<file path="src/rtl/egcd_pkg.sv">
`timescale 1ns / 1ps

package egcd_pkg;

    // Control word from the sequencer to the shared division/accumulate unit
    typedef struct packed {
        logic clear;    // start a new quotient: zero remainder and products
        logic advance;  // take one dividend bit, resolve one quotient bit
    } t_step_ctrl;

endpackage

</file>
<file path="src/rtl/egcd_step_unit.sv">
`timescale 1ns / 1ps

// One restoring-division step per cycle while advance is set. Alongside the
// remainder, it builds q*s1 and q*t1 MSB first, modulo 2^DATA_WIDTH.
module egcd_step_unit #(
    parameter int DATA_WIDTH = 32
) (
    input  logic                  i_clk,
    input  logic                  i_rst_n,
    input  egcd_pkg::t_step_ctrl  i_ctrl,
    input  logic                  i_dividend_bit,
    input  logic [DATA_WIDTH-2:0] i_divisor,
    input  logic [DATA_WIDTH-1:0] i_coeff_s,
    input  logic [DATA_WIDTH-1:0] i_coeff_t,
    output logic [DATA_WIDTH-2:0] o_rem,
    output logic [DATA_WIDTH-1:0] o_prod_s,
    output logic [DATA_WIDTH-1:0] o_prod_t
);

    localparam int OW = DATA_WIDTH - 1;

    logic [OW-1:0]         r_rem;
    logic [DATA_WIDTH-1:0] r_prod_s;
    logic [DATA_WIDTH-1:0] r_prod_t;

    logic [OW:0]           shifted;
    logic                  q_bit;
    logic [OW:0]           diff;

    assign shifted = {r_rem, i_dividend_bit};
    assign q_bit   = (shifted >= {1'b0, i_divisor});
    assign diff    = shifted - {1'b0, i_divisor};

    always_ff @(posedge i_clk) begin
        if (i_ctrl.clear) begin
            r_rem    <= '0;
            r_prod_s <= '0;
            r_prod_t <= '0;
        end else if (i_ctrl.advance) begin
            r_rem    <= q_bit ? diff[OW-1:0] : shifted[OW-1:0];
            r_prod_s <= {r_prod_s[DATA_WIDTH-2:0], 1'b0} + (q_bit ? i_coeff_s : '0);
            r_prod_t <= {r_prod_t[DATA_WIDTH-2:0], 1'b0} + (q_bit ? i_coeff_t : '0);
        end
    end

    assign o_rem    = r_rem;
    assign o_prod_s = r_prod_s;
    assign o_prod_t = r_prod_t;

    // Partial remainder must stay below the divisor after every step
    a_rem_below_divisor: assert property (@(posedge i_clk) disable iff (!i_rst_n)
        i_ctrl.advance && !i_ctrl.clear |=> r_rem < $past(i_divisor))
        else $error("partial remainder not below divisor");

    // Clear and advance are never issued together
    a_ctrl_exclusive: assert property (@(posedge i_clk) disable iff (!i_rst_n)
        !(i_ctrl.advance && i_ctrl.clear))
        else $error("clear and advance in the same cycle");

    // A clear leaves a zero remainder for the first step
    a_clear_zeroes: assert property (@(posedge i_clk) disable iff (!i_rst_n)
        i_ctrl.clear |=> r_rem == '0)
        else $error("remainder not zero after clear");

endmodule

</file>
<file path="src/rtl/extended_gcd_inverse_core.sv">
`timescale 1ns / 1ps

// Extended Euclidean core: for operands a and b it returns d = gcd(a, b), Bezout
// coefficients u and v with u*a + v*b = d, and u reduced modulo b (u, plus b
// when u is negative), which is the inverse of a mod b whenever d is 1 (not
// checked). b = 0 gives d = a, u = 1, v = 0. One transfer in, one transfer out;
// the input is not ready while an item is being worked on. Each Euclid
// iteration passes through a check state, the one-bit-per-cycle restoring
// divider (which also builds q*s and q*t bit by bit), taking one step per
// dividend bit, and an update state. The result sits in an output register,
// so the next item is taken while it waits for its transfer.
module extended_gcd_inverse_core #(
    parameter int DATA_WIDTH = 32
) (
    input  logic                  i_clk,
    input  logic                  i_rst_n,
    input  logic                  i_valid,
    output logic                  o_ready,
    input  logic [DATA_WIDTH-2:0] i_first_value,
    input  logic [DATA_WIDTH-2:0] i_second_value,
    output logic                  o_valid,
    input  logic                  i_ready,
    output logic [DATA_WIDTH-2:0] o_gcd_value,
    output logic [DATA_WIDTH-1:0] o_coeff_first,
    output logic [DATA_WIDTH-1:0] o_coeff_second,
    output logic [DATA_WIDTH-2:0] o_inverse_value
);

    localparam int OW = DATA_WIDTH - 1;
    localparam int CW = $clog2(OW);

    typedef enum logic [2:0] {
        ST_IDLE,
        ST_CHECK,
        ST_DIV,
        ST_UPDATE,
        ST_FINISH
    } t_state;

    t_state                r_state;
    logic [CW-1:0]         r_cnt;
    logic [OW-1:0]         r_r0;      // dividend, shifted out MSB first while dividing
    logic [OW-1:0]         r_r1;      // divisor
    logic [OW-1:0]         r_b;       // original modulus, kept for the reduction
    logic [DATA_WIDTH-1:0] r_s0;
    logic [DATA_WIDTH-1:0] r_s1;
    logic [DATA_WIDTH-1:0] r_t0;
    logic [DATA_WIDTH-1:0] r_t1;
    logic                  r_out_valid;
    logic [OW-1:0]         r_gcd;
    logic [DATA_WIDTH-1:0] r_coeff_s;
    logic [DATA_WIDTH-1:0] r_coeff_t;
    logic [OW-1:0]         r_inv;

    egcd_pkg::t_step_ctrl  step_ctrl;
    logic [OW-1:0]         unit_rem;
    logic [DATA_WIDTH-1:0] unit_prod_s;
    logic [DATA_WIDTH-1:0] unit_prod_t;
    logic [DATA_WIDTH-1:0] inv_sum;
    logic                  in_xfer;
    logic                  out_free;

    assign in_xfer  = i_valid && o_ready;
    assign out_free = !r_out_valid || i_ready;

    // Clear the unit on entry to a division, advance it once per dividend bit
    always_comb begin
        step_ctrl.clear   = (r_state == ST_CHECK) && (r_r1 != '0);
        step_ctrl.advance = (r_state == ST_DIV);
    end

    egcd_step_unit #(
        .DATA_WIDTH (DATA_WIDTH)
    ) u_step (
        .i_clk          (i_clk),
        .i_rst_n        (i_rst_n),
        .i_ctrl         (step_ctrl),
        .i_dividend_bit (r_r0[OW-1]),
        .i_divisor      (r_r1),
        .i_coeff_s      (r_s1),
        .i_coeff_t      (r_t1),
        .o_rem          (unit_rem),
        .o_prod_s       (unit_prod_s),
        .o_prod_t       (unit_prod_t)
    );

    // Reduce u into range by adding the modulus when it is negative
    assign inv_sum = r_s0 + DATA_WIDTH'(r_b);

    always_ff @(posedge i_clk) begin
        if (!i_rst_n) begin
            r_state     <= ST_IDLE;
            r_out_valid <= 1'b0;
        end else begin
            // Drop the result once it has been transferred; in the finish state
            // the new result takes its place instead
            if (r_out_valid && i_ready && (r_state != ST_FINISH)) begin
                r_out_valid <= 1'b0;
            end
            unique case (r_state)
                ST_IDLE: begin
                    if (in_xfer) begin
                        r_r0    <= i_first_value;
                        r_r1    <= i_second_value;
                        r_b     <= i_second_value;
                        r_s0    <= DATA_WIDTH'(1);
                        r_s1    <= '0;
                        r_t0    <= '0;
                        r_t1    <= DATA_WIDTH'(1);
                        r_state <= ST_CHECK;
                    end
                end
                ST_CHECK: begin
                    // A zero divisor ends the loop; r0, s0, t0 hold the answer
                    if (r_r1 == '0) begin
                        r_state <= ST_FINISH;
                    end else begin
                        r_cnt   <= CW'(OW - 1);
                        r_state <= ST_DIV;
                    end
                end
                ST_DIV: begin
                    r_r0 <= {r_r0[OW-2:0], 1'b0};
                    r_cnt <= r_cnt - 1'b1;
                    if (r_cnt == '0) begin
                        r_state <= ST_UPDATE;
                    end
                end
                ST_UPDATE: begin
                    // Advance the remainder and coefficient pairs by one step
                    r_r0    <= r_r1;
                    r_r1    <= unit_rem;
                    r_s0    <= r_s1;
                    r_s1    <= r_s0 - unit_prod_s;
                    r_t0    <= r_t1;
                    r_t1    <= r_t0 - unit_prod_t;
                    r_state <= ST_CHECK;
                end
                ST_FINISH: begin
                    // Hold here until the output register is free
                    if (out_free) begin
                        r_gcd       <= r_r0;
                        r_coeff_s   <= r_s0;
                        r_coeff_t   <= r_t0;
                        r_inv       <= r_s0[DATA_WIDTH-1] ? inv_sum[OW-1:0] : r_s0[OW-1:0];
                        r_out_valid <= 1'b1;
                        r_state     <= ST_IDLE;
                    end
                end
                default: begin
                    r_state <= ST_IDLE;
                end
            endcase
        end
    end

    assign o_ready         = (r_state == ST_IDLE);
    assign o_valid         = r_out_valid;
    assign o_gcd_value     = r_gcd;
    assign o_coeff_first   = r_coeff_s;
    assign o_coeff_second  = r_coeff_t;
    assign o_inverse_value = r_inv;

    // An accepted item keeps the input closed on the next cycle
    a_busy_after_xfer: assert property (@(posedge i_clk) disable iff (!i_rst_n)
        in_xfer |=> !o_ready)
        else $error("input ready straight after a transfer");

    // The divider never runs with a zero divisor
    a_div_nonzero: assert property (@(posedge i_clk) disable iff (!i_rst_n)
        r_state == ST_DIV |-> r_r1 != '0)
        else $error("division step with zero divisor");

    // The loop only finishes once the remainder has reached zero
    a_finish_on_zero: assert property (@(posedge i_clk) disable iff (!i_rst_n)
        r_state == ST_FINISH |-> r_r1 == '0)
        else $error("finished with non-zero remainder");

    // A waiting result is never overwritten before its transfer
    a_no_overwrite: assert property (@(posedge i_clk) disable iff (!i_rst_n)
        r_state == ST_FINISH && r_out_valid && !i_ready |=> r_state == ST_FINISH)
        else $error("result written over a pending one");

endmodule

</file>
<file path="config.mk">
export PLATFORM = sky130hd
export DESIGN_NAME = extended_gcd_inverse_core
export DESIGN_NICKNAME = d
export VERILOG_FILES = /design/src/rtl/egcd_pkg.sv /design/src/rtl/egcd_step_unit.sv /design/src/rtl/extended_gcd_inverse_core.sv
export SDC_FILE = /design/constraint.sdc
export NUM_CORES = 1
export LEC_CHECK = 0
export BUFFER_PORTS_ARGS = -buffer_cell sky130_fd_sc_hd__buf_4
export CELL_PAD_IN_SITES_DETAIL_PLACEMENT = 1
export CELL_PAD_IN_SITES_GLOBAL_PLACEMENT = 2
export CORE_MARGIN = 10
export CORE_UTILIZATION = 28
export DETAILED_ROUTE_END_ITERATION = 16
export PLACE_DENSITY = 0.57
export SYNTH_ARGS = -nofsm -noshare
export SYNTH_HDL_FRONTEND = slang
export SYNTH_SLANG_ARGS = --single-unit
</file>
<file path="constraint.sdc">
create_clock -name i_clk -period 15.06 [get_ports i_clk]
set_input_delay 1.506 -clock i_clk [delete_from_list [all_inputs] [get_ports i_clk]]
set_output_delay 1.506 -clock i_clk [all_outputs]
set_load 0.05 [all_outputs]
</file>
==> results by group, run 1 <==
Outcome
  – Status: finished, final reports clean

Synth
  – Synth area leaders: edfxtp_1 (41%), ha_1 (8.8%), dfxtp_1 (7.6%), nand2_1 (4.3%), a21oi_1 (4.1%)
  – Cell taking the most area after synthesis: edfxtp_1
  – Netlist Area Pre-Place: 26,000 um2
  – Yosys cell types: 72
  – Number of synthesized register bits: 451
  – Post-synth EDFFs: 352
  – Ys flop type: edfxtp_1
  – Share of the synthesized area in the top cell type: 40.6%
  – Synth Net Count: 2,867
  – Synth async-reset ratio: 0%
  – Seq/Total Area, Yosys: 48.2%
  – Synth Instances: 2,611
  – Syn Area/Cell: 9.97 um2
  – Warnings, synthesis: 0

Drt
  – Routed Antenna Nets: 0
  – Wire length on met2: 42,800 um
  – Metal3 WL: 3610 um
  – DR top layer: met5
  – WL met1: 42,200 um
  – DRT iter0 DRCs: 1,002
  – Via count: 20,400
  – Vias per cell: 5.00
  – Detailed Routing Iterations Pass 1: 5
  – Routed length per instance: 22.2 um
  – WL final: 90,400 um
  – DRC: 0

GRT
  – GR Util All Layers: 16.6%
  – Initial antenna violation count: 7
  – Largest net degree at the start of global routing: 68
  – First-pass GRT wire length: 138,000 um
  – Number of global-route vias before repair: 22,100
  – Remaining global-route overflow: 0

STA
  – Unrepaired setup endpoints after global routing: no
  – Final Hold Viols: 0
  – Final Setup Violations: 0
  – Slew @ Worst Pin: 1310 ps
  – Fin crit period: 6960 ps
  – Skew final: 23.4 ps
  – Final worst-path cycle share: 46.2%
  – Fin. max-slew vios: 0
  – Max-slew headroom: 12.8%
  – Fmax: 144 MHz
  – Total Neg Setup Slack: 0 ps

Final layout
  – Nets@finish: 3,037
  – Antenna cell count: 0
  – Commonest cells after routing, fill and taps aside: edfxtp_1 (352), nand2_1 (296), a21oi_1 (213), buf_4 (213), ha_1 (184)
  – Layout cell share with drive strength beyond 1: 12.4%
  – # fillers: 10,400
  – Commonest non-fill, non-tap cell in the layout: edfxtp_1
  – Area growth syn-to-layout: 18.1%

Clock network
  – Htree depth: 2
  – Clock Tree Buf Depth: 3
  – Worst skew pair latency: 640 ps
  – Clock root buffer: clkbuf_16
  – Setup bufs post-CTS: 0
  – CTS tree: yes
  – Post-CTS sizing: 0
  – Clk sink count: 451
  – Cts hold-fix bufs: 0
  – CTS buffer count: 58
  – Clk pin slew, worst setup/hold paths: 60 ps

Floorplanning
  – IO Pins: 194
  – Core Region: 91,900 um2
  – Row count: 111
  – Die area: 106,000 um2
  – Die H: 325 um
  – Initial Utilization: 28.3%
  – Die X: 325 um

Pwr
  – P_int: 0.00270 W
  – Combinational power share: 28.3%
  – Sw frac: 33.9%
  – VDD IR-drop max: 0.0814 mV
  – Psw: 0.00138 W
  – Final Power: 0.00408 W
  – Static Leak: 12.1 nW
  – Pwr dens: 133 nW/um2
  – Sequential fraction of design power: 37.6%
  – Clock Power Share: 34.1%

Critical path
  – Element type at the critical path end: flip-flop
  – Crit path required time: 15,540 ps
  – Worst path max stage delay: 590 ps
  – Crit path cell chain: ha_1 -> fa_1 -> nand2b_1 -> a21oi_1 -> o21ai_0 -> o22ai_1 -> nor4_2 -> o31ai_4 -> buf_4 -> buf_4 -> and2_1 -> ha_1 -> a211oi_1 -> o211ai_1 -> and2_1 -> a41oi_1 -> a31oi_1 -> a221oi_1 -> o21bai_1 -> a21oi_1 -> xor2_1 -> o21ai_0
  – Critical Path Source Type: flip-flop
  – Slowest stage cell, crit path: o31ai_4
  – CP Class: reg -> reg
  – Worst Path Max Fanout: 50
  – Arr. time, crit path: 7440 ps

Worst hold path
  – Min-delay worst type: reg -> reg

Placed design
  – Routability cong.: 0.851
  – Final HPWL DP: 65,500 um
  – PortBufs: 193

Flow run
  – Max_cap viols: 0
## through the flow
stage | setup slack, ps | hold WS (ps) | util, % | area, um2 | instances
2_1_floorplan | 7480 | 426 | - | 26000 | 2611
3_3_place_gp | 8060 | 439 | 31.4 | 28900 | 3964
3_5_place_dp | 7910 | 440 | 31.4 | 28900 | 3964
4_1_cts | 7920 | 454 | 33.4 | 30700 | 4074
5_1_grt | 7470 | 472 | 33.4 | 30700 | 4074
6_report | 8100 | 451 | 33.4 | 30700 | 4074
## worst max-delay path, delay by kind of cell, from the launching register on
family / cells / cell delay [ps]
adders and majority gates: 3 / 940
buffers and inverters: 2 / 970
xor gates and xnor gates: 1 / 160
and+or+nand+nor: 4 / 720
DFF: 1 / 430
AOI/OAI and AO/OA: 12 / 3540
## flip-flops by register name, indices dropped and copies added, names as in the netlist, 32 cells and up
name             count
u_step.o_prod_t     32
r_t1                32
r_s0                32
u_step.o_prod_s     32
o_coeff_first       32
r_t0                32
r_s1                32
o_coeff_second      32
## cells by family (layout without fill, tap and decap cells)
kind of cell             count (synthesis)  count (layout)  share of synthesized area, %
XOR/XNOR                               150             150                          5.05
adder cells (fa/ha/maj)                190             190                          9.30
AND/OR/NAND/NOR                        841             841                          15.4
multiplexers                            59              59                          2.39
flip-flops                             451             451                          48.2
AO/OA/AOI/OAI                          678             678                          16.1
buffers and inverters                  242             462                          3.56
## power groups by stage
stage / clock (W) / sequential (W) / combinational (W)
finish: 0.00139 / 0.00153 / 0.00116
global route: 0.00149 / 0.00155 / 0.00130
CTS: 0.00145 / 0.00154 / 0.00117
detailed placement: 0 / 0.00156 / 0.00116
global placement: 0 / 0.00156 / 0.00115
floorplan: 0 / 0.00152 / 0.000858
## synth_stat cells, drive strengths merged, types with 33 or more instances
| master | instances |
|---|---|
| xnor2 | 87 |
| nand3 | 64 |
| a21oi | 213 |
| a21o | 79 |
| ha | 184 |
| dfxtp | 99 |
| o21ai | 181 |
| mux2i | 33 |
| nor2 | 176 |
| edfxtp | 352 |
| nand2 | 298 |
| xor2 | 63 |
| and3 | 72 |
| clkbuf | 92 |
| and2 | 71 |
| inv | 139 |
## routing by layer
| metal | GRT usage [%] | vias to the layer above |
|---|---|---|
| li1 | - | 9833 |
| met2 | 28.2 | 312 |
| met5 | 0 | - |
| met4 | 3.94 | 8 |
| met3 | 2.87 | 106 |
| met1 | 21.7 | 10100 |
## final timing paths
| kind | startpoint | end | slack (ps) | depth (start not counted) |
|---|---|---|---|---|
| hold / removal | r_r0[17] | o_gcd_value[17] | 450 | 0 |
| setup / recovery | r_r1[0] | u_step.o_prod_t[29] | 8100 | 22 |
| hold reg to reg | r_r0[17] | o_gcd_value[17] | 450 | 0 |
| setup reg to reg | r_r1[0] | u_step.o_prod_t[29] | 8100 | 22 |
## cell type report
type | instances | area (um2) | area share [%]
clock buffers | 82 | 1620 | 5.28
multi-input cells | 1918 | 12600 | 41.1
inverters | 139 | 522 | 1.70
well taps | 1243 | 1560 | 5.06
repair buffers | 213 | 1600 | 5.20
clock inverters | 28 | 255 | 0.830
flip-flops and latches | 451 | 12600 | 40.9
Note: power is estimated with default switching activity, not from simulation.
==> inputs of run 2 (changes only) <==
--- a/config.mk
+++ b/config.mk
@@ -11,7 +11,7 @@
 export CORE_MARGIN = 10
 export CORE_UTILIZATION = 28
 export DETAILED_ROUTE_END_ITERATION = 16
-export PLACE_DENSITY = 0.57
+export PLACE_DENSITY = 0.6
 export SYNTH_ARGS = -nofsm -noshare
 export SYNTH_HDL_FRONTEND = slang
 export SYNTH_SLANG_ARGS = --single-unit
==> constraint.sdc (replaced) <==
create_clock -name i_clk -period 6 [get_ports i_clk]
set_input_delay 0.6 -clock i_clk [delete_from_list [all_inputs] [get_ports i_clk]]
set_output_delay 0.6 -clock i_clk [all_outputs]
set_load 0.05 [all_outputs]
==> run 2 against run 1 <==
Clock skew rose by 4.9 ps. First-iteration DRC count up 26%. Worst hold slack got worse by 310 ps. Worst setup slack worse by 7600 ps. Count of clock-buffer cells in the layout shrank 13. Critical path type unchanged. Largest cell class unchanged.
==> results by group, run 2 (same netlist as run 1, synthesis figures left out) <==
Outcome
  – Status: finished, final reports clean (unchanged)

Critical path
  – Slowest stage cell, crit path: or4_1 (was o31ai_4)
  – CP Class: reg -> reg (unchanged)
  – Reg2Reg Capture Point: u_step.o_prod_s[24] (was u_step.o_prod_t[29])
  – Worst Reg-to-Reg Cells: 22 (unchanged)
  – Element type at the critical path end: flip-flop (unchanged)
  – Crit path cell chain: inv_1 -> ha_1 -> and3_2 -> nand3_1 -> or4_1 -> o21ai_2 -> nor4_4 -> o31ai_4 -> buf_12 -> buf_4 -> and2_1 -> ha_1 -> a21o_1 -> a21o_1 -> a21oi_1 -> o22ai_1 -> or2_2 -> a311oi_1 -> o21ai_0 -> a21oi_1 -> xor2_1 -> o21ai_0 (was ha_1 -> fa_1 -> nand2b_1 -> a21oi_1 -> o21ai_0 -> o22ai_1 -> nor4_2 -> o31ai_4 -> buf_4 -> buf_4 -> and2_1 -> ha_1 -> a211oi_1 -> o211ai_1 -> and2_1 -> a41oi_1 -> a31oi_1 -> a221oi_1 -> o21bai_1 -> a21oi_1 -> xor2_1 -> o21ai_0)
  – RR Startpoint: r_r1[13] (was r_r1[0])
  – Worst path max stage delay: 610 ps (was 590 ps)
  – Worst setup startpoint: r_r1[13] (was r_r1[0])
  – Critical Path Source Type: flip-flop (unchanged)
  – Worst Path Max Fanout: 44 (was 50)
  – Crit path required time: 6490 ps (was 15,540 ps)
  – Arr. time, crit path: 6040 ps (was 7440 ps)
  – FF-to-FF setup slack: 450 ps (was 8100 ps)

STA
  – Final Hold Viols: 0 (unchanged)
  – Fin. max-slew vios: 0 (unchanged)
  – Total Neg Setup Slack: 0 ps (unchanged)
  – Final worst-path cycle share: 92.4% (was 46.2%)
  – Slew @ Worst Pin: 1100 ps (was 1310 ps)
  – Skew final: 28.4 ps (was 23.4 ps)
  – Fmax: 180 MHz (was 144 MHz)
  – Final Setup Violations: 0 (unchanged)
  – Unrepaired setup endpoints after global routing: no (unchanged)
  – Max-slew headroom: 26.6% (was 12.8%)
  – Fin crit period: 5550 ps (was 6960 ps)

Flow run
  – Max_cap viols: 0 (unchanged)

Final layout
  – Final core occ: 33.8% (was 33.4%)
  – Final instance area: 31,100 um2 (was 30,700 um2)
  – Commonest non-fill, non-tap cell in the layout: edfxtp_1 (unchanged)
  – Finished Layout Cells: 4,086 (was 4,074)
  – Layout cell share with drive strength beyond 1: 13.4% (was 12.4%)
  – Register area: 12,600 um2 (unchanged)
  – Area growth syn-to-layout: 19.5% (was 18.1%)
  – # fillers: 10,400 (about the same)
  – Nets@finish: 3,051 (was 3,037)
  – Antenna cell count: 0 (unchanged)
  – Multi-input logic area: 12,700 um2 (was 12,600 um2)
  – Commonest cells after routing, fill and taps aside: edfxtp_1 (352), nand2_1 (296), buf_4 (225), a21oi_1 (213), ha_1 (184) (was edfxtp_1 (352), nand2_1 (296), a21oi_1 (213), buf_4 (213), ha_1 (184))

Floorplanning
  – Row count: 111 (unchanged)
  – Core Region: 91,900 um2 (unchanged)
  – Initial Utilization: 28.3% (unchanged)
  – Die H: 325 um (unchanged)
  – IO Pins: 194 (unchanged)
  – Die X: 325 um (unchanged)
  – Die area: 106,000 um2 (unchanged)

Placed design
  – Cell count after placement: 3,980 (was 3,964)
  – Final HPWL DP: 63,700 um (was 65,500 um)
  – Dpl cell area: 29,000 um2 (was 28,900 um2)
  – Routability cong.: 0.837 (was 0.851)
  – PortBufs: 193 (unchanged)

Clock network
  – CTS tree: yes (unchanged)
  – Worst skew pair latency: 650 ps (was 640 ps)
  – Clock root buffer: clkbuf_16 (unchanged)
  – CTS buffer count: 56 (was 58)
  – Htree depth: 2 (unchanged)
  – Clk sink count: 451 (unchanged)
  – Cts hold-fix bufs: 0 (unchanged)
  – Clock Tree Buf Depth: 3 (unchanged)
  – Clk pin slew, worst setup/hold paths: 60 ps (about the same)
  – Setup bufs post-CTS: 0 (unchanged)
  – Post-CTS sizing: 0 (unchanged)

GRT
  – Remaining global-route overflow: 0 (unchanged)
  – Largest net degree at the start of global routing: 127 (was 68)
  – Initial antenna violation count: 7 (unchanged)
  – Number of global-route vias before repair: 21,900 (was 22,100)
  – GR Util All Layers: 16.4% (was 16.6%)
  – First-pass GRT wire length: 136,000 um (was 138,000 um)

Pwr
  – Pwr dens: 341 nW/um2 (was 133 nW/um2)
  – VDD IR-drop max: 0.207 mV (was 0.0814 mV)
  – Static Leak: 12.3 nW (was 12.1 nW)
  – Final Power: 0.0106 W (was 0.00408 W)

Worst hold path
  – Hold path start: i_second_value[12] (was r_r0[17])
  – Hold EP: r_b[12] (was o_gcd_value[17])
  – Hold Path Depth: 1 (was 0)
  – Min-delay worst type: in -> reg (was reg -> reg)

Drt
  – DRT iter0 DRCs: 1,264 (was 1,002)
  – DRC: 0 (unchanged)
  – WL final: 89,000 um (was 90,400 um)
  – Routed Antenna Nets: 0 (unchanged)
  – Via count: 20,500 (was 20,400)
  – Vias per cell: 5.01 (was 5.00)
  – Routed length per instance: 21.8 um (was 22.2 um)
  – Detailed Routing Iterations Pass 1: 5 (unchanged)
run 2: changes by cell type in the layout (fill, tap and decap cells not counted), sizes merged:
cell,before,now
buf,213,229
bufinv,4,11
clkbuf,82,69
clkinvlp,0,2
run 2: power breakdown:
| group | total [W] | switching, W | internal, W | leakage [nW] |
|---|---|---|---|---|
| combinational | 0.00296 | 0.00181 | 0.00116 | 7.22 |
| sequential | 0.00384 | 0.000227 | 0.00362 | 4.07 |
| clock | 0.00379 | 0.00148 | 0.00231 | 1.02 |
| total | 0.0106 | 0.00352 | 0.00708 | 12.3 |
run 2: per-layer routing:
| metal | vias to the layer above | share of wire, % | global-route usage, % |
|---|---|---|---|
| met4 | 6 | 2.2 | 4.00 |
| met5 | - | 0.038 | 0 |
| met3 | 104 | 4.1 | 3.04 |
| met1 | 10100 | 48 | 22.4 |
| li1 | 9881 | - | - |
| met2 | 340 | 45 | 26.5 |
run 2: cell type report:
type | instances | share of cell area [%]
clock buffers | 69 | 4.95
clock inverters | 37 | 1.68
inverters | 139 | 1.68
multi-input cells | 1918 | 40.7
flip-flops and latches | 451 | 40.3
well taps | 1243 | 5.00
repair buffers | 229 | 5.68
run 2: worst max path at each step:
stage / cells after the start / slack (ps) / end
2_1_floorplan: 3 / 150 / r_r1[0]
3_3_place_gp: 25 / 430 / u_step.o_prod_t[29]
3_5_place_dp: 25 / 260 / u_step.o_prod_t[29]
4_1_cts: 25 / 210 / u_step.o_prod_t[29]
5_1_grt: 23 / 3 / u_step.o_prod_s[29]
6_report: 22 / 450 / u_step.o_prod_s[24]
run 2: through the flow:
step / setup slack (ps) / hold slack (ps)
3_5_place_dp: 260 / 437
6_report: 454 / 141
4_1_cts: 205 / 84.7
5_1_grt: 3.46 / 97.5
2_1_floorplan: 148 / 426
3_3_place_gp: 427 / 438
run 2: critical path: cells and delay by family, from the launching register on:
family                     cells  cell delay [ps]
AOI/OAI and AO/OA             10             1860
xor gates and xnor gates       1              160
adders and majority gates      2              670
buffers and inverters          3              640
DFF                            1              430
and+or+nand+nor                6             1620
